`src/design/tce_ram.sv`:
```
// ----------------------------------------------------------------------------
// tce_ram
// generic single-write, single-read ram with registered read data
// ----------------------------------------------------------------------------
module tce_ram #(
    parameter int WIDTH = 8,
    parameter int DEPTH = 256
) (
    input  logic                     clk,
    input  logic                     we,
    input  logic [$clog2(DEPTH)-1:0] waddr,
    input  logic [WIDTH-1:0]         wdata,
    input  logic [$clog2(DEPTH)-1:0] raddr,
    output logic [WIDTH-1:0]         rdata
);

    logic [WIDTH-1:0] mem [0:DEPTH-1];

    always_ff @(posedge clk)
    begin
        if (we)
        begin
            mem[waddr] <= wdata;
        end
        rdata <= mem[raddr];
    end

endmodule

```
`config.mk`:
```
export PLATFORM = sky130hd
export DESIGN_NAME = tce_ram
export DESIGN_NICKNAME = d
export VERILOG_FILES = /design/src/design/tce_ram.sv
export SDC_FILE = /design/constraint.sdc
export NUM_CORES = 2
export LEC_CHECK = 0
export BUFFER_PORTS_ARGS = -buffer_cell sky130_fd_sc_hd__buf_2
export CAP_MARGIN = 10
export CORE_UTILIZATION = 30
export CTS_CLUSTER_DIAMETER = 80
export DETAILED_ROUTE_END_ITERATION = 8
export GPL_ROUTABILITY_DRIVEN = 0
export MAX_ROUTING_LAYER = met4
export SYNTH_ARGS = -nofsm -noshare
export SYNTH_HDL_FRONTEND = slang
export SYNTH_SLANG_ARGS = --single-unit
```
`constraint.sdc`:
```
create_clock -name clk -period 1.85 [get_ports clk]
set_input_delay 0 -clock clk [delete_from_list [all_inputs] [get_ports clk]]
set_output_delay 0 -clock clk [all_outputs]
set_load 0.01 [all_outputs]
```
Word-level counts from Yosys, hierarchy flattened --
Memories as Yosys holds them, arrays and structs flattened. A register that Yosys moved wholly into a read port is not among the register bits. Index checks and enable logic that the tools add are counted.
Cells by class: multiplexer cells 2
Operators with widths (number):
- $mux 1 | 2
Word-level totals: input port bits 26, logic and storage cells 3, output and inout port bits 8, memory bits (writable) 2048, bits in registers 0, memories kept 1
Memory list:
- mem | depth 256, bits a word 8, rd ports 1, clocked after memory_dff 1, wr ports 1, line 17 | logic [WIDTH-1:0] mem [0:DEPTH-1];

Logic depth before layout (Yosys ltp) --
word-level depth 2, mapped depth 11, depth with buffers taken out 6

Worst setup path after synthesis --
OpenSTA, ideal clock, no wires.
kind in2reg, start point input port raddr[0], end point register rdata[2] (read register of mem), buffers on the path 4, stages on the path 9, slack -0.088 ns, arrival 1.807 ns, library setup time 0.131 ns, required time 1.719 ns, cells stage by stage buf_6 -> buf_12 -> buf_8 -> buf_2 -> mux4_2 -> a22oi_1 -> a21oi_1 -> nor4_1 -> nor4_2
RTL lines:
- start, declared | line 13 | input logic [$clog2(DEPTH)-1:0] raddr,
- end, declared | line 14 | output logic [WIDTH-1:0] rdata

==> results.txt <==
----------------------------------------------------
[Floorplanning]
  Number of primary I/O pins ... 34
  Core area ... 263000 µm²
  Starting density of the core ... between 30% and 40%
  Area of the die ... ~270000 µm²
  Die span in x ... 517 µm
  Die Span Y ... around 520 µm
  Number of placement rows ... 188

[Run]
  Max-capacitance violation count ... 0

[Yosys]
  Net count after synthesis ... 3759
  Async set or reset register ratio after synthesis ... 0%
  Library cell occupying the most area in the post-synthesis netlist ... sky130_fd_sc_hd__edfxtp_1
  Yosys warning total ... 0
  Most instantiated cells after synthesis ... 2048 x sky130_fd_sc_hd__edfxtp_1, 454 x sky130_fd_sc_hd__mux4_2, 282 x sky130_fd_sc_hd__nor2_1
  Predominant post-synthesis flop cell ... sky130_fd_sc_hd__edfxtp_1
  Number of flops mapped to enable cells by yosys ... approximately 2000
  Post-synthesis sequential area ratio ... 77.5%
  Post-synth top area share ... 77.3%
  Flops & latches, synth ... ~2000
  Biggest area contributors in the synthesized netlist ... sky130_fd_sc_hd__edfxtp_1 77%, sky130_fd_sc_hd__mux4_2 13%, sky130_fd_sc_hd__mux2i_1 1.7%
  Cell count after synthesis ... around 3700
  Average footprint of a synthesized cell ... roughly 21 µm²
  Number of distinct library cell variants in the gate-level netlist after synthesis ... 55
  Cell with the most instances after synthesis ... sky130_fd_sc_hd__edfxtp_1
  Area of the mapped netlist ... just under 80000 µm²

[Outcome]
  Result of the run ... finished with violations
  Violations in the final reports ... setup timing

[Min path]
  Class of the worst hold path ... input port to register
  Launch instance of the worst min-delay path ... wdata[2]
  Number of instances on the worst hold path ... 2
  Worst hold path endpoint ... mem[115][2]

[Worst setup path]
  Capturing element type of the critical path ... register
  Reg-to-reg slack, setup ... -0.38 ns
  Worst path slowest cell ... sky130_fd_sc_hd__mux4_2
  Worst EP required ... around 2.6 ns
  Stage delay of the slowest cell on the critical path ... roughly 0.54 ns
  Worst-path cell chain ... mux4_2 -> mux4_2 -> nor2b_4 -> nor4_4 -> buf_4 -> nor4_2
  Number of cells on the worst reg-to-reg path ... 6
  Critical path buffer and inverter count ... 1
  Maximum fanout encountered on the critical timing path ... 1
  Cell mode on critical path ... sky130_fd_sc_hd__mux4_2
  Worst flop-to-flop path startpoint ... mem[66][0]
  Arrival time worst endpoint ... roughly 3.0 ns
  FF-to-FF End ... rdata[0]
  Sort of element at the start of the critical path ... register
  Family of cells with the greatest summed delay on the critical path ... multiplexers
  Critical setup path kind ... register to register

[Power and ir drop]
  Leak ... approximately 31 nW
  Peak supply drop ... roughly 0.0011 V
  Power density of the placed cells ... about 1000 nW/µm²
  Overall power ... around 0.098 W

[STA]
  Max frequency ... around 450 MHz
  Actual transition at the worst max-transition pin ... just over 0.8 ns
  Min cycle time layout ... approximately 2.2 ns
  Setup repair after global routing missed its margin ... true
  Clock tree skew after final layout ... approximately 0.06 ns
  Number of slew-limit violations in the final report ... 0
  Headroom to the max-slew limit ... a little under half
  Final hold slack ... ~0.063 ns
  Hold Violations, Final ... 0
  Worst setup margin ... -0.379 ns
  Final Cycle Share ... 120%
  Total of endpoints with negative setup slack in the final report ... 8

[Clocking]
  CTS Sinks ... between 2000 and 2500
  H-tree levels ... 4
  Clock Latency Late Sink ... around 0.87 ns
  Root Driver ... sky130_fd_sc_hd__clkbuf_16
  CTS buffer count ... 205
  Clock edge transition at the registers on the reported setup and hold paths ... around 0.060 ns
  TritonCTS clock tree ... built
  Maximum buffer depth of the clock tree ... 3

[Detailed routing]
  Detail Route Antenna Nets ... 0
  Count of unresolved DRC violations after routing ... 0
  Router iterations before antenna repair ... 6
  First DRT Iteration DRCs ... 4341
  Wire length reported by the detailed router ... between 200000 and 250000 µm
  WL/cell ... 25.1 µm
  Via density ... 4.98
  Overall via count from detail_route ... 40767

[Global routing]
  Largest net degree at the start of global routing ... 86
  Via count of the first global-routing pass ... 41447
  Number of antenna violations at the first check in global routing ... 13
  Congestion Overflow GR ... 0
  Overall fraction of global-route tracks in use ... 15.8%
  Global-route wire length before repair ... 299000 µm

[Place]
  Cell count after placement ... around 7800
  Total of buffers placed on input and output ports ... 33
  HPWL after detailed placement ... roughly 130000 µm

[Cells and area]
  Number of filler cells placed in the layout ... ~24000
  Ratio of cells with drive above 1 in the final layout ... roughly a third
  Final cell count without fillers ... a little over 8000
  Relative area change from synthesis to final layout ... 22.0%
  Total Nets Final ... roughly 4500

----------------------------------------------------
-- cells by family after synthesis --
kind of cell | Yosys count | synth area share, %
compound gates | 385 | 3.42
buf+inv | 235 | 1.83
flops | 2056 | 77.5
mux | 591 | 14.6
simple gates | 466 | 2.63
-- registers in the layout (all words and copies together), names as in the netlist --
name   cells
mem     2048
rdata      8
-- final cells by class --
class	instances	area [µm²]	share of cell area (%)
multi-input combinational	1442	16900	17.5
inverter	2	7.51	0.00774
timing repair buffer	798	7400	7.63
sequential	2056	61700	63.5
antenna	3	7.51	0.00774
tap	3515	4400	4.53
clock inverter	125	1290	1.33
clock buffer	253	5330	5.49
-- stage by stage --
stage	TNS, ns	setup slack, ns	instance area (µm²)	utilization, %
4_1_cts	-2.95	-0.483	96900	36.9
3_5_place_dp	-7.83	-1.17	89700	34.1
3_3_place_gp	-7.91	-1.17	89700	34.1
2_1_floorplan	-0.00239	-0.00210	79700	-
6_report	-2.60	-0.379	97000	36.9
5_1_grt	-3.12	-0.444	97000	36.9
-- layer usage --
metal,GRT usage [%],up-vias,part of all wire (%)
met5,-,-,0
met4,3.83,0,2.2
met3,2.47,298,6.2
met2,25.9,1489,50
met1,20.6,21704,41
li1,-,17276,-
-- worst max path at each step --
stage	startpoint	endpoint	cells after the start
final	mem[66][0]	rdata[0]	6
after global routing	mem[77][7]	rdata[7]	8
after CTS	mem[66][7]	rdata[7]	6
after detailed placement	raddr[0]	rdata[4]	10
after global placement	raddr[0]	rdata[1]	10
after floorplan	raddr[0]	rdata[2]	9
-- layout by cell type, fill, tap and decap left out, types with 11 or more instances in the layout --
cell,count
sky130_fd_sc_hd__nor3_1,13
sky130_fd_sc_hd__nand3_1,34
sky130_fd_sc_hd__buf_2,21
sky130_fd_sc_hd__dlygate4sd3_1,21
sky130_fd_sc_hd__a22oi_1,129
sky130_fd_sc_hd__bufinv_16,16
sky130_fd_sc_hd__edfxtp_1,2048
sky130_fd_sc_hd__mux2i_1,134
sky130_fd_sc_hd__buf_12,106
sky130_fd_sc_hd__nor4_2,11
sky130_fd_sc_hd__mux4_2,455
sky130_fd_sc_hd__clkinv_1,41
sky130_fd_sc_hd__nor2_1,277
sky130_fd_sc_hd__nor2b_1,21
sky130_fd_sc_hd__nand2_1,33
sky130_fd_sc_hd__clkbuf_16,206
sky130_fd_sc_hd__clkbuf_1,47
sky130_fd_sc_hd__o221ai_1,44
sky130_fd_sc_hd__clkinv_2,45
sky130_fd_sc_hd__o22ai_1,27
sky130_fd_sc_hd__a21oi_1,96
sky130_fd_sc_hd__buf_4,638
-- report_power, final --
| part | leakage (nW) | total (W) | switching, W | internal (W) |
|---|---|---|---|---|
| Sequential | 18.5 | 0.0514 | 0.0000665 | 0.0513 |
| Combinational | 9.41 | 0.00570 | 0.00333 | 0.00236 |
| Clock | 3.22 | 0.0407 | 0.0178 | 0.0229 |
| Total | 31.1 | 0.0978 | 0.0212 | 0.0766 |
-- timing repair --
item                        CTS  global route
hold buffers                 21             0
pin swaps                    17            13
gates cloned                  0             0
resized for setup            62            19
setup buffers                 0             0
hold endpoints to repair   2300             0
setup endpoints to repair     8            23
Note: power is estimated with default switching activity, not from simulation.
