==> config.mk <==
export PLATFORM = sky130hd
export DESIGN_NAME = tce_ctrl
export DESIGN_NICKNAME = d
export VERILOG_FILES = /design/src/design/tce_pkg.sv /design/src/design/tce_ctrl.sv
export SDC_FILE = /design/constraint.sdc
export NUM_CORES = 1
export LEC_CHECK = 0
export ABC_AREA = 0
export BUFFER_PORTS_ARGS = -buffer_cell sky130_fd_sc_hd__buf_2
export CAP_MARGIN = 15
export CORE_AREA = 4 4 41 43
export DETAILED_ROUTE_END_ITERATION = 10
export DIE_AREA = 0 0 45 47
export PLACE_DENSITY = 0.67
export SLEW_MARGIN = 40
export SYNTH_ARGS = -nofsm -noshare
export SYNTH_HDL_FRONTEND = slang
export SYNTH_SLANG_ARGS = --single-unit
==> constraint.sdc <==
create_clock -name clk -period 1.9 [get_ports clk]
set_input_delay 0.19 -clock clk [delete_from_list [all_inputs] [get_ports clk]]
set_output_delay 0.19 -clock clk [all_outputs]
set_load 0.02 [all_outputs]
==> src/design/tce_pkg.sv <==
// ----------------------------------------------------------------------------
// tce_pkg
// shared types, opcodes, status codes and reset values of the execute unit
// ----------------------------------------------------------------------------
package tce_pkg;

    localparam int TCE_MEM_BYTES = 65536;
    localparam int WORD_BYTES    = 4;
    localparam int DIV_STEPS     = 32;

    // instruction opcodes
    localparam logic [4:0] CMD_HLT      = 5'd0;
    localparam logic [4:0] CMD_PUSH_IMM = 5'd1;
    localparam logic [4:0] CMD_PUSH_REG = 5'd2;
    localparam logic [4:0] CMD_POP      = 5'd3;
    localparam logic [4:0] CMD_MOV_IMM  = 5'd4;
    localparam logic [4:0] CMD_MOV_REG  = 5'd5;
    localparam logic [4:0] CMD_ADD_IMM  = 5'd6;
    localparam logic [4:0] CMD_ADD_REG  = 5'd7;
    localparam logic [4:0] CMD_MUL_IMM  = 5'd8;
    localparam logic [4:0] CMD_MUL_REG  = 5'd9;
    localparam logic [4:0] CMD_DIV_IMM  = 5'd10;
    localparam logic [4:0] CMD_DIV_REG  = 5'd11;
    localparam logic [4:0] CMD_MOD_IMM  = 5'd12;
    localparam logic [4:0] CMD_MOD_REG  = 5'd13;
    localparam logic [4:0] CMD_LOG      = 5'd14;
    localparam logic [4:0] CMD_NEG      = 5'd15;
    localparam logic [4:0] CMD_CMP_REG  = 5'd16;
    localparam logic [4:0] CMD_CMP_IMM  = 5'd17;
    localparam logic [4:0] CMD_LOAD     = 5'd18;
    localparam logic [4:0] CMD_STORE    = 5'd19;

    // result status codes
    localparam logic [2:0] STS_OK      = 3'd0;
    localparam logic [2:0] STS_UNDER   = 3'd1;
    localparam logic [2:0] STS_OVER    = 3'd2;
    localparam logic [2:0] STS_BADREG  = 3'd3;
    localparam logic [2:0] STS_DIVZERO = 3'd4;
    localparam logic [2:0] STS_SEGV    = 3'd5;

    // register numbers
    localparam logic [2:0] REG_SP   = 3'd5;
    localparam int         GP_REGS  = 5;

    // configuration register indexes
    localparam logic [1:0] CFG_STACK_TOP    = 2'd0;
    localparam logic [1:0] CFG_STACK_BOTTOM = 2'd1;
    localparam logic [1:0] CFG_DATA_MIN     = 2'd2;
    localparam logic [1:0] CFG_DATA_MAX     = 2'd3;

    localparam logic [15:0] RST_STACK_TOP    = 16'd65535;
    localparam logic [15:0] RST_STACK_BOTTOM = 16'd32768;
    localparam logic [15:0] RST_DATA_MIN     = 16'd0;
    localparam logic [15:0] RST_DATA_MAX     = 16'd32764;

    typedef enum logic [3:0] {
        OP_NOP,
        OP_HLT,
        OP_PUSH,
        OP_POP,
        OP_MOV,
        OP_ADD,
        OP_MUL,
        OP_DIV,
        OP_LOG,
        OP_NEG,
        OP_CMP,
        OP_LOAD,
        OP_STORE
    } op_t;

    typedef enum logic [3:0] {
        S_CLEAR,
        S_IDLE,
        S_FETCH,
        S_DECODE,
        S_MUL,
        S_DIVSET,
        S_DIV,
        S_MEMRD,
        S_MEMWR,
        S_COMMIT,
        S_RESULT
    } state_t;

    // commands from controller to datapath
    typedef struct packed {
        logic clr_step;
        logic take;
        logic src_sel;
        logic fetch;
        logic decode;
        logic mul_load;
        logic div_init;
        logic div_step;
        logic rd_step;
        logic wr_step;
        logic commit;
        logic out_load;
    } ctl_t;

    // status from datapath to controller
    typedef struct packed {
        logic clr_last;
        logic in_valid;
        op_t  op;
        logic err;
        logic div_last;
        logic rd_last;
        logic wr_last;
        logic out_busy;
    } sts_t;

endpackage

==> src/design/tce_ctrl.sv <==
// ----------------------------------------------------------------------------
// tce_ctrl
// instruction sequencer of the execute unit
// ----------------------------------------------------------------------------
module tce_ctrl (
    input  logic          clk,
    input  logic          rst_n,
    input  tce_pkg::sts_t sts,
    output tce_pkg::ctl_t ctl
);
    import tce_pkg::*;

    state_t state_reg, state_next;

    always_ff @(posedge clk or negedge rst_n)
    begin
        if (!rst_n)
            state_reg <= S_CLEAR;
        else
            state_reg <= state_next;
    end

    always_comb
    begin
        state_next = state_reg;
        ctl        = '0;
        unique case (state_reg)
            S_CLEAR:
            begin
                ctl.clr_step = 1'b1;
                if (sts.clr_last)
                    state_next = S_IDLE;
            end
            S_IDLE:
            begin
                ctl.take = 1'b1;
                if (sts.in_valid)
                    state_next = S_FETCH;
            end
            S_FETCH:
            begin
                ctl.src_sel = 1'b1;
                ctl.fetch   = 1'b1;
                state_next  = S_DECODE;
            end
            S_DECODE:
            begin
                ctl.decode = 1'b1;
                if (sts.err)
                    state_next = S_COMMIT;
                else
                begin
                    unique case (sts.op)
                        OP_MUL:            state_next = S_MUL;
                        OP_DIV:            state_next = S_DIVSET;
                        OP_POP, OP_LOAD:   state_next = S_MEMRD;
                        OP_PUSH, OP_STORE: state_next = S_MEMWR;
                        default:           state_next = S_COMMIT;
                    endcase
                end
            end
            S_MUL:
            begin
                ctl.mul_load = 1'b1;
                state_next   = S_COMMIT;
            end
            S_DIVSET:
            begin
                ctl.div_init = 1'b1;
                state_next   = S_DIV;
            end
            S_DIV:
            begin
                ctl.div_step = 1'b1;
                if (sts.div_last)
                    state_next = S_COMMIT;
            end
            S_MEMRD:
            begin
                ctl.rd_step = 1'b1;
                if (sts.rd_last)
                    state_next = S_COMMIT;
            end
            S_MEMWR:
            begin
                ctl.wr_step = 1'b1;
                if (sts.wr_last)
                    state_next = S_COMMIT;
            end
            S_COMMIT:
            begin
                ctl.commit = 1'b1;
                state_next = S_RESULT;
            end
            S_RESULT:
            begin
                if (!sts.out_busy)
                begin
                    ctl.out_load = 1'b1;
                    state_next   = S_IDLE;
                end
            end
            default:
            begin
                state_next = S_IDLE;
            end
        endcase
    end

endmodule

# [Word level (Yosys, flattened, before mapping)]
# Cells that the tools add are included.
[op_classes] eq_ne=22 n_mux=21 reduce_logical=4
[op_table] operator="4-bit one-hot mux with 11 select lines" n=1
[op_table] operator="4-bit two-way mux" n=7
[op_table] operator="4-bit by 3-bit == test with 1-bit output (second input constant)" n=6
[op_table] operator="4-bit == test (second input constant)" n=5
[op_table] operator="4-bit by 2-bit == test with 1-bit output (second input constant)" n=4
[op_table] operator="4-bit one-hot mux with 4 select lines" n=1
[op_table] operator="2-bit inequality test (second input constant)" n=6
[op_table] operator="1-bit two-way mux" n=11
[op_table] operator="6-bit AND reduction" n=1
[op_table] operator="4-bit by 1-bit == test with 1-bit output (second input constant)" n=1
[op_table] operator="4-bit zero test" n=1
[op_table] operator="2-bit OR reduction" n=2
[op_table] operator="2-bit two-way mux" n=1
[word_totals] register_bits=4 input_bits=13 output_inout_bits=12

# [Depth between registers and ports, before layout]
# Gate-level depths: netlist of the first run.
[logic_depth] depth_word=5 mapped_depth=5 ltp_nobuf=4

# [Worst setup path before layout of the first run]
# Ideal clock, no wire load.
[synth_timing] path_type="register to output" from="register state_reg[2]" to="output ctl[9] in the netlist's numbering" t_arrival_ns=1.375 required_ns=1.710 path_slack_ns=0.335 stages_incl_launch_ff=4 cell_sequence="dfrtp_1 > buf_2 > nor3_1 > buf_4"
[synth_lines] item="start: declaration" line_no="tce_ctrl.sv:13" source="state_t state_reg, state_next;"
[synth_lines] item="start signal: assignment" line_no="tce_ctrl.sv:20" source="state_reg <= state_next;"
[synth_lines] item="end: declaration" line_no="tce_ctrl.sv:9" source="output tce_pkg::ctl_t ctl"

# [Final worst setup path of the first run]
[layout_timing] from="register state_reg[2]" to="register state_reg[0]"
[layout_via] elab_chain_len=3 elab_cells_between_ends=19
[layout_lines] item="4-bit by 1-bit == test with 1-bit output, or another cell as far along" line_no="tce_ctrl.sv:27" source="unique case (state_reg)"
[layout_lines] item="2-bit inequality test (no line)"
[layout_lines] item="6-bit AND reduction (no line)"
# Parallel ways exist; a longest one is shown, timed or not.
# A chain may end at the register's enable or synchronous reset.

==> results of run 1 <==
## synthesized netlist by cell type, drive strengths merged (2+ instances only)
cell / n
buf: 6
mux2i: 2
nor2: 8
dfrtp: 4
a22o: 2
nor4: 2
nor3: 6
nand2b: 3
inv: 3
nand2: 3
o221ai: 2
a21oi: 3
## report_power, final
| group | switching [W] | internal (W) | total, W | leakage [nW] |
|---|---|---|---|---|
| Combinational | 0.000308 | 0.000238 | 0.000546 | 0.250 |
| Sequential | 0.000107 | 0.000121 | 0.000228 | 0.0497 |
| Clock | 0.0000343 | 0.0000706 | 0.000105 | 0.0138 |
| Total | 0.000449 | 0.000430 | 0.000879 | 0.314 |
## area by class of cell
type | instances | area share [%]
flip-flops and latches | 4 | 16.49
repair buffers | 26 | 22.68
multi-input cells | 48 | 51.34
well taps | 15 | 3.093
clock buffers | 3 | 3.711
inverters | 4 | 2.680
## per-stage QoR
stage	util, %	total power (W)	area [µm²]	hold slack (ns)
after floorplan	-	0.0007067	485.5	-0.1056
after global placement	44.13	0.0007717	574.3	0.0002057
after detailed placement	44.13	0.0007703	574.3	-0.001806
after CTS	46.63	0.0008871	606.8	0.2829
after global routing	46.63	0.0009662	606.8	0.2882
final	46.63	0.0008786	606.8	0.2864
## per-layer routing
metal	global-route usage (%)	up-vias
met5	0	-
met4	5.263	0
met3	4.598	2
met2	19.21	23
met1	16.48	245
li1	-	277
## path summary, 6_finish.rpt
check                        startpoint           end  cells past startpoint
max                        state_reg[2]  state_reg[0]                      4
min                               rst_n  state_reg[3]                      2
max reg2reg                state_reg[2]  state_reg[0]                      4
min reg2reg                state_reg[1]  state_reg[1]                      1
max in group asynchronous         rst_n  state_reg[0]                      2
min in group clk                 sts[0]  state_reg[3]                      3
## worst max-delay path, stage by stage, from the launching register on
cell	delay (ns)
sky130_fd_sc_hd__dfrtp_1	0.52
sky130_fd_sc_hd__nand2b_1	0.27
sky130_fd_sc_hd__or2b_1	0.27
sky130_fd_sc_hd__o21a_1	0.17
sky130_fd_sc_hd__a221o_1	0.28
## repair_timing
| action | CTS | global route |
|---|---|---|
| hold buffers | 1 | 0 |
| hold endpoints to repair | 4 | 0 |
| gates resized for setup | 0 | 0 |
## logic make-up after synthesis
logic type | share of synthesized area (%)
AO/OA/AOI/OAI | 24.49
AND/OR/NAND/NOR | 35.57
multiplexers | 4.124
buffers and inverters | 15.20
flip-flops | 20.62
## cell usage in the layout (no fill, tap or decap), types with 2 or more instances in the layout
cell	n
sky130_fd_sc_hd__buf_2	24
sky130_fd_sc_hd__nor3_1	6
sky130_fd_sc_hd__nand2_1	3
sky130_fd_sc_hd__a21oi_1	3
sky130_fd_sc_hd__inv_1	3
sky130_fd_sc_hd__o221ai_1	2
sky130_fd_sc_hd__mux2i_1	2
sky130_fd_sc_hd__a22o_1	2
sky130_fd_sc_hd__nand2b_1	3
sky130_fd_sc_hd__clkbuf_4	3
sky130_fd_sc_hd__dfrtp_1	4
sky130_fd_sc_hd__nor2_1	8
==> results.rst, run 1 <==
.. list-table::
   :header-rows: 1

   * - Metric
     - Value
   * - Status
     - complete, no violations
   * - Top-area cell type share of the netlist area
     - 20.62%
   * - Wire length reported by the detailed router
     - approximately 1200 µm
   * - Sequential fraction of the synthesis area
     - between 20 and 25%
   * - Maximum clock insertion buffer count
     - 2
   * - Max reg flops
     - 4
   * - Crit path max fanout
     - 13
   * - CP Launch Type
     - flip-flop
   * - Post-synthesis cell count
     - 62
   * - Core region area
     - 1301 µm²
   * - Leakage power of the design
     - 0.3136 nW
   * - Fillcell total
     - around 150
   * - Number of clock sinks
     - 4
   * - Flip-flop cell with the highest count after synthesis
     - sky130_fd_sc_hd__dfrtp_1
   * - Gr usage total
     - between 10% and 20%
   * - Share of post-route cells with drive strength above 1
     - between 30% and 40%
   * - Critical path class
     - flip-flop to flip-flop
   * - Total number of vias
     - 547
   * - R2r setup slk
     - around 0.27 ns
   * - Post-Synthesis Net Count
     - between 70 and 80
   * - Data required, critical path
     - about 2.0 ns
   * - CTS Buf Count
     - 3
   * - Total congestion overflow
     - 0
   * - Number of top-level pins
     - 25
   * - WL met1
     - 562 µm
   * - Area used by multi-input combinational logic
     - 311.5 µm²
   * - Area of the mapped netlist
     - approximately 490 µm²
   * - Final #Nets
     - 100
   * - Overall die area
     - between 2000 and 2500 µm²
   * - Total Negative Setup Slacks
     - 0 ns
   * - Post-route DRC
     - 0
   * - CTS tree
     - built
   * - Final HPWL DP
     - around 950 µm
   * - Met3 wire length
     - between 80 and 90 µm
   * - Number of inserted diodes
     - 0
   * - Last weighted congestion value of the routability-driven placer
     - 0.7714
   * - Port Buffers
     - 24
   * - Cell Count, Final, Fillers Out
     - 100
   * - Number of global-route vias before repair
     - 475
   * - Number of buffers inserted to repair setup after CTS
     - 0
   * - Synthesized area per cell
     - 7.830 µm²
   * - Via density per instance
     - approximately 5.5
   * - Endpoint arrival time on the critical path
     - between 1.5 and 2 ns
   * - Count of placed standard cells including taps
     - 96
   * - Uppermost metal layer occupied by signal nets
     - met4
   * - Maximum VDD drop
     - between 0.0005 and 0.0006 V
   * - Largest net degree at the start of global routing
     - 16
   * - #FFs+latches synth
     - 4
   * - Initial standard-cell utilization of the core
     - a little under two fifths
   * - Number of placement rows
     - 13
   * - Cell area power density
     - about 1400 nW/µm²
   * - Cell variety after synth
     - 33
   * - Clk pin slew, worst setup/hold paths
     - roughly 0.040 ns
   * - Share of flip-flops with an asynchronous set or reset
     - between 90% and 100%
   * - Initial antenna violation count
     - 0
   * - Number of detailed-route iterations in the first pass
     - 4
   * - Top cells by area in the synthesized netlist
     - sky130_fd_sc_hd__dfrtp_1 (21%), sky130_fd_sc_hd__buf_6 (9.3%), sky130_fd_sc_hd__nor3_1 (6.2%)
   * - Synth warnings
     - 0
   * - Fmax achieved
     - about 600 MHz
   * - Number of setup violations in the final report
     - 0
   * - Horizontal die dimension
     - 45 µm
   * - Unrepaired setup endpoints after global routing
     - no
   * - Clock insertion delay at the later pin of the skew report
     - ~0.23 ns
   * - Average detailed-routed wire length per instance
     - between 10 and 15 µm
   * - Final Hold Vio Count
     - 0
   * - Vert. Die Dim
     - ~47 µm
   * - Least-Margin Pin Slew
     - between 0.4 and 0.5 ns
   * - WL met2
     - 575 µm
   * - Count of flip-flops with a built-in enable after synthesis
     - 0
   * - Post-synth top area cell
     - sky130_fd_sc_hd__dfrtp_1
   * - Max_cap viols
     - 0
   * - Final Slew Violations
     - 0
   * - Sequential standard cell area
     - roughly 100 µm²
   * - Deepest level of the CTS H-tree
     - 1
   * - Count of routing violations after the opening detailed-route iteration
     - 11
   * - Worst max-slew margin expressed relative to the limit
     - 72.35%
   * - Dpl ws
     - 0.2950 ns
   * - Fin Clk Skew
     - roughly 0.0015 ns
   * - Area growth, synth to finish
     - 25.00%
   * - Sort of element at the end of the critical path
     - flip-flop
   * - Antenna Violating Nets Remaining
     - 0
   * - Period minus WS final
     - 1.632 ns
   * - Portion of the clock cycle consumed by the worst path in the final layout
     - a little under nine tenths
   * - Min-delay worst type
     - input pin to async pin
   * - Wire length of the first global-routing pass
     - between 1500 and 2000 µm
   * - Root Buffer Master
     - sky130_fd_sc_hd__clkbuf_4
   * - Setup slack after layout
     - between 0.2 and 0.3 ns
(Power assumes the default switching activity.)
==> run 2: changes to the inputs <==
==> constraint.sdc (replaced) <==
create_clock -name clk -period 1.7 [get_ports clk]
set_input_delay 0.17 -clock clk [delete_from_list [all_inputs] [get_ports clk]]
set_output_delay 0.17 -clock clk [all_outputs]
set_load 0.02 [all_outputs]
==> run 2 against run 1 <==
Critical path depth unchanged. Final area increased by 7.8%. Sequential power increased by 6%. Sequential share of layout area decreased by 0.82 points. Non-clock buffer count increased by 6. Clock power increased by 9.5%. Global-route usage increased by 1.4 points. Sequential cell count unchanged. Die area unchanged. Final cell count increased by 6.0%. Register-to-register slack got worse by 0.14 ns. Wire length increased by 8.4%. Critical endpoint is now ctl[10].
==> results.rst, run 2 (synthesized netlist as in run 1, its figures left out) <==
.. list-table::
   :header-rows: 1

   * - Metric
     - Value
   * - Post-route DRC
     - 0
   * - Number of placement rows
     - 13
   * - Average detailed-routed wire length per instance
     - ~13 µm
   * - Horizontal die dimension
     - 45 µm
   * - Largest net degree at the start of global routing
     - 12
   * - Cell area power density
     - between 1500 and 2000 nW/µm²
   * - Initial antenna violation count
     - 0
   * - Final HPWL DP
     - about 1100 µm
   * - Number of inserted diodes
     - 0
   * - Count of placed standard cells including taps
     - 102
   * - Portion of the clock cycle consumed by the worst path in the final layout
     - around 94%
   * - Internal Power
     - 0.0005477 W
   * - Clock insertion delay at the later pin of the skew report
     - 0.23 ns
   * - Most frequent cells in the layout
     - sky130_fd_sc_hd__buf_2 (24), sky130_fd_sc_hd__nor2_1 (8), sky130_fd_sc_hd__buf_4 (7)
   * - Max_cap viols
     - 0
   * - Clock network fraction of design power
     - 10.8%
   * - Number of top-level pins
     - 25
   * - Final #Nets
     - between 100 and 150
   * - Overall die area
     - 2115 µm²
   * - Global routing met1 resource utilization
     - between 10% and 20%
   * - Number of global-route vias before repair
     - approximately 510
   * - Total Negative Setup Slacks
     - 0 ns
   * - Number of setup violations in the final report
     - 0
   * - Initial standard-cell utilization of the core
     - around 37%
   * - Data required, critical path
     - roughly 1.5 ns
   * - Share of post-route cells with drive strength above 1
     - 43.96%
   * - CTS tree
     - built
   * - Final Hold Vio Count
     - 0
   * - Clk pin slew, worst setup/hold paths
     - ~0.04 ns
   * - Leading cell type in the layout, fill and taps excluded
     - sky130_fd_sc_hd__buf_2
   * - Least-Margin Pin Slew
     - 0.2718 ns
   * - Number of detailed-route iterations in the first pass
     - 4
   * - Wire length of the first global-routing pass
     - ~2100 µm
   * - Wire length reported by the detailed router
     - approximately 1300 µm
   * - Total number of vias
     - roughly 570
   * - Power after layout
     - between 0.001 and 0.0015 W
   * - Period minus WS final
     - about 1.6 ns
   * - Total congestion overflow
     - 0
   * - Via density per instance
     - roughly 5.3
   * - Crit path max fanout
     - 9
   * - Critical path class
     - flip-flop to primary output
   * - Endpoint arrival time on the critical path
     - roughly 1.4 ns
   * - Sequential share of power
     - 22.6%
   * - Fin Clk Skew
     - about 0.005 ns
   * - GRT Max-Usage Layer
     - met2
   * - Maximum VDD drop
     - around 0.00055 V
   * - Sort of element at the end of the critical path
     - primary output
   * - Vert. Die Dim
     - approximately 47 µm
   * - Number of clock sinks
     - 4
   * - Fmax achieved
     - 626.7 MHz
   * - Core region area
     - roughly 1300 µm²
   * - Max reg flops
     - 4
   * - GR Layer Usage met2
     - approximately 22%
   * - Combinational share of power
     - about two thirds
   * - Cells on worst reg2reg path
     - 4
   * - Antenna Violating Nets Remaining
     - 0
   * - Cell Count, Final, Fillers Out
     - around 110
   * - Maximum clock insertion buffer count
     - 2
   * - Switching share of power
     - between 40 and 50%
   * - Worst max-slew margin expressed relative to the limit
     - around 82%
   * - Gr usage total
     - about 14%
   * - Deepest level of the CTS H-tree
     - 1
   * - Unrepaired setup endpoints after global routing
     - no
   * - Port Buffers
     - 24
   * - Area growth, synth to finish
     - 34.79%
   * - CP Launch Type
     - flip-flop
   * - Min-delay worst type
     - input pin to async pin
   * - CTS Buf Count
     - 3
   * - Root Buffer Master
     - sky130_fd_sc_hd__clkbuf_4
   * - Leakage power of the design
     - roughly 0.34 nW
   * - Met3 GRT Util
     - around 2.3%
   * - Count of routing violations after the opening detailed-route iteration
     - 21
   * - Final Slew Violations
     - 0
   * - Net switching component of the power
     - around 0.00052 W
   * - Status
     - complete, no violations
   * - Last weighted congestion value of the routability-driven placer
     - around 0.84
==> run 2: power groups by stage <==
stage,Combinational (W),Clock [W],Sequential (W)
final,0.000711,0.000115,0.000241
after global routing,0.000792,0.000124,0.000256
after CTS,0.000719,0.000119,0.000235
after detailed placement,0.000714,0,0.000236
after global placement,0.000701,0,0.000236
after floorplan,0.000619,0,0.000171
==> run 2: critical path: stages, from the launching register on <==
cell and delay (ns):
sky130_fd_sc_hd__dfrtp_2 0.45, sky130_fd_sc_hd__buf_4 0.18, sky130_fd_sc_hd__nand2b_1 0.22, sky130_fd_sc_hd__nor3_1 0.16, sky130_fd_sc_hd__buf_2 0.19
==> run 2: through the flow <==
step,utilization (%),hold slack [ns],setup slack [ns],cell area (µm²)
2_1_floorplan,-,-0.1256,0.1550,485.5
3_3_place_gp,47.60,-0.02050,0.2319,619.3
3_5_place_dp,47.60,-0.02341,0.1673,619.3
4_1_cts,50.10,0.2660,0.05638,651.9
5_1_grt,50.29,0.2853,0.007777,654.4
6_report,50.29,0.2683,0.1044,654.4
==> run 2: area by class of cell <==
| cell class | count | area [µm²] |
|---|---|---|
| Timing Repair Buffer | 32 | 182.7 |
| Clock buffer | 3 | 22.52 |
| Tap cell | 15 | 18.77 |
| Inverter | 4 | 16.27 |
| Fill cell | 136 | 646.9 |
| Sequential cell | 4 | 102.6 |
| Multi-Input combinational cell | 48 | 311.5 |
==> run 2: what timing repair did <==
item                                    4_1_cts  5_1_grt
endpoints found under the setup margin        0        2
buffers inserted                              0        0
hold buffers                                  1        0
resized for setup                             0        2
endpoints found under the hold margin         4        0
==> run 2: path summary, 6_finish.rpt <==
kind	startpoint	to	slack (ns)
worst max-delay path	state_reg[1]	ctl[10]	0.10
worst min-delay path	rst_n	state_reg[1]	0.27
worst max register to register	state_reg[2]	state_reg[0]	0.13
worst min register to register	state_reg[3]	state_reg[3]	0.72
max in group asynchronous	rst_n	state_reg[0]	1.31
min in group clk	sts[0]	state_reg[3]	0.32
==> run 2: layer usage <==
metal,share of wire [%],up-vias
met3,4.0,0
li1,-,290
met4,0,0
met5,0,-
met1,45,261
met2,51,15
==> run 3: changes to the inputs <==
==> constraint.sdc (replaced) <==
create_clock -name clk -period 1.7 [get_ports clk]
set_input_delay 0.34 -clock clk [delete_from_list [all_inputs] [get_ports clk]]
set_output_delay 0.34 -clock clk [all_outputs]
set_load 0.02 [all_outputs]
==> run 3 against run 2 <==
Clock skew grew 0.0052 ns. Sequential cell count is the same. Final cell count up 2.8%. Critical path type unchanged. Non-clock buffer count is 3 higher. Critical endpoint unchanged. Highest routed layer is now met4. Critical path depth fell by 1. Power grew 3.1%.
==> results.rst, run 3 (synthesized netlist as in run 1, its figures left out) <==
.. list-table::
   :header-rows: 1

   * - Metric
     - Value
   * - Power after layout
     - 0.001101 W
   * - Clock insertion delay at the later pin of the skew report
     - 0.25 ns
   * - Setup slack after layout
     - 0.04497 ns
   * - Portion of the clock cycle consumed by the worst path in the final layout
     - 97.35%
   * - Vert. Die Dim
     - between 40 and 50 µm
   * - CP Launch Type
     - flip-flop
   * - Total number of vias
     - approximately 590
   * - Final Hold Vio Count
     - 0
   * - Wire length reported by the detailed router
     - 1438 µm
   * - Last weighted congestion value of the routability-driven placer
     - ~0.83
   * - Fmax achieved
     - 604.2 MHz
   * - Antenna Violating Nets Remaining
     - 0
   * - Clk pin slew, worst setup/hold paths
     - approximately 0.05 ns
   * - Wire length of the first global-routing pass
     - between 2000 and 2500 µm
   * - CTS Buf Count
     - 3
   * - Number of placement rows
     - 13
   * - Library cell contributing the largest single delay on the critical path
     - sky130_fd_sc_hd__dfrtp_2
   * - Max_cap viols
     - 0
   * - Final HPWL DP
     - between 1000 and 1500 µm
   * - Cell family with most CP delay
     - flip-flops
   * - Internal Power
     - approximately 0.00056 W
   * - Number of detailed-route iterations in the first pass
     - 4
   * - Switching share of power
     - between 40 and 50%
   * - Worst max-slew margin expressed relative to the limit
     - a little over four fifths
   * - Crit-path max cell delay
     - between 0.4 and 0.5 ns
   * - Number of inserted diodes
     - 0
   * - Core region area
     - ~1300 µm²
   * - Share of post-route cells with drive strength above 1
     - 51.06%
   * - Max reg flops
     - 4
   * - Period minus WS final
     - approximately 1.7 ns
   * - Number of buffers and inverters on the critical path
     - 1
   * - Maximum clock insertion buffer count
     - 2
   * - Count of placed standard cells including taps
     - 100
   * - Via density per instance
     - 5.431
   * - Leading cell type in the layout, fill and taps excluded
     - sky130_fd_sc_hd__buf_2
   * - Deepest level of the CTS H-tree
     - 1
   * - Min-delay worst type
     - input pin to async pin
   * - Dpl ws
     - roughly 0.13 ns
   * - Clock network fraction of design power
     - between 10 and 15%
   * - Initial standard-cell utilization of the core
     - between 30% and 40%
   * - Cell Count, Final, Fillers Out
     - 109
   * - Root Buffer Master
     - sky130_fd_sc_hd__clkbuf_4
   * - Count of routing violations after the opening detailed-route iteration
     - 4
   * - Combinational share of power
     - 64.2%
   * - Final Cell Area
     - around 690 µm²
   * - Leakage power of the design
     - around 0.36 nW
   * - Data required, critical path
     - ~1.4 ns
   * - Least-Margin Pin Slew
     - between 0.2 and 0.25 ns
   * - Number of top-level pins
     - 25
   * - Fillcell total
     - around 150
   * - Critical path class
     - flip-flop to primary output
   * - Worst-path cell chain
     - nand2b_2 > nor3_1 > buf_2
   * - Port Buffers
     - 24
   * - Sort of element at the end of the critical path
     - primary output
   * - Fin Clk Skew
     - just over 0.01 ns
   * - Horizontal die dimension
     - 45 µm
   * - Number of clock sinks
     - 4
   * - Average detailed-routed wire length per instance
     - ~13 µm
   * - Crit path max fanout
     - 15
   * - Placed standard-cell area
     - roughly 610 µm²
   * - Endpoint arrival time on the critical path
     - around 1.3 ns
   * - Total congestion overflow
     - 0
   * - Post-route DRC
     - 0
   * - Number of global-route vias before repair
     - 541
   * - Number of setup violations in the final report
     - 0
   * - Net switching component of the power
     - approximately 0.00054 W
   * - Largest net degree at the start of global routing
     - 16
   * - Final #Nets
     - approximately 110
   * - Gr usage total
     - between 10% and 20%
   * - Unrepaired setup endpoints after global routing
     - yes
   * - Worst hold slack
     - 0.4411 ns
   * - Most frequent cells in the layout
     - sky130_fd_sc_hd__buf_2 (24), sky130_fd_sc_hd__buf_4 (10), sky130_fd_sc_hd__nor2_1 (8)
   * - Initial antenna violation count
     - 0
   * - Status
     - complete, no violations
   * - Final Slew Violations
     - 0
   * - CTS tree
     - built
   * - Overall die area
     - between 2000 and 2500 µm²
   * - Sequential share of power
     - approximately 24%
   * - Area growth, synth to finish
     - 42.53%
   * - Cell area power density
     - 1591 nW/µm²
   * - Maximum VDD drop
     - 0.0008182 V
-- run 3: final timing paths --
kind                       slack (ns)      endpoint  cells past startpoint         start
max                              0.04       ctl[10]                      3  state_reg[1]
min                              0.44  state_reg[1]                      2         rst_n
max reg2reg                      0.07  state_reg[0]                      5  state_reg[2]
min reg2reg                      0.71  state_reg[1]                      1  state_reg[1]
max in group asynchronous        1.11  state_reg[2]                      2         rst_n
min in group clk                 0.50  state_reg[3]                      3        sts[0]
-- run 3: repair_timing --
| item | CTS | global route |
|---|---|---|
| gates resized for setup | 2 | 4 |
| hold buffers | 1 | 0 |
| endpoints found under the setup margin | 6 | 12 |
| buffers inserted | 0 | 5 |
| endpoints found under the hold margin | 4 | 0 |
-- run 3: final cells by class --
type | count | area (µm²) | area share [%]
flip-flops and latches | 4 | 105.1 | 15.19
inverters | 4 | 16.27 | 2.351
multi-input cells | 48 | 324.1 | 46.84
repair buffers | 35 | 205.2 | 29.66
clock buffers | 3 | 22.52 | 3.255
well taps | 15 | 18.77 | 2.712
-- run 3: power by group through the flow --
stage               logic (W)  clock network (W)  registers, W
floorplan            0.000625                  0      0.000171
global placement     0.000650                  0      0.000255
detailed placement   0.000655                  0      0.000261
CTS                  0.000663           0.000130      0.000260
global route         0.000776           0.000140      0.000277
finish               0.000707           0.000126      0.000267
-- run 3: per-layer routing --
layer,up-vias,share of wire [%],track usage [%]
met2,27,49,25.71
met4,0,0.83,5.263
met1,270,42,16.40
li1,293,-,-
met5,-,0,0
met3,2,8.7,6.513
-- run 3: stage by stage --
| step | TNS, ns | util [%] |
|---|---|---|
| 3_3_place_gp | 0 | 46.83 |
| 3_5_place_dp | 0 | 46.83 |
| 5_1_grt | -0.08595 | 53.17 |
| 2_1_floorplan | 0 | - |
| 6_report | 0 | 53.17 |
| 4_1_cts | 0 | 49.52 |
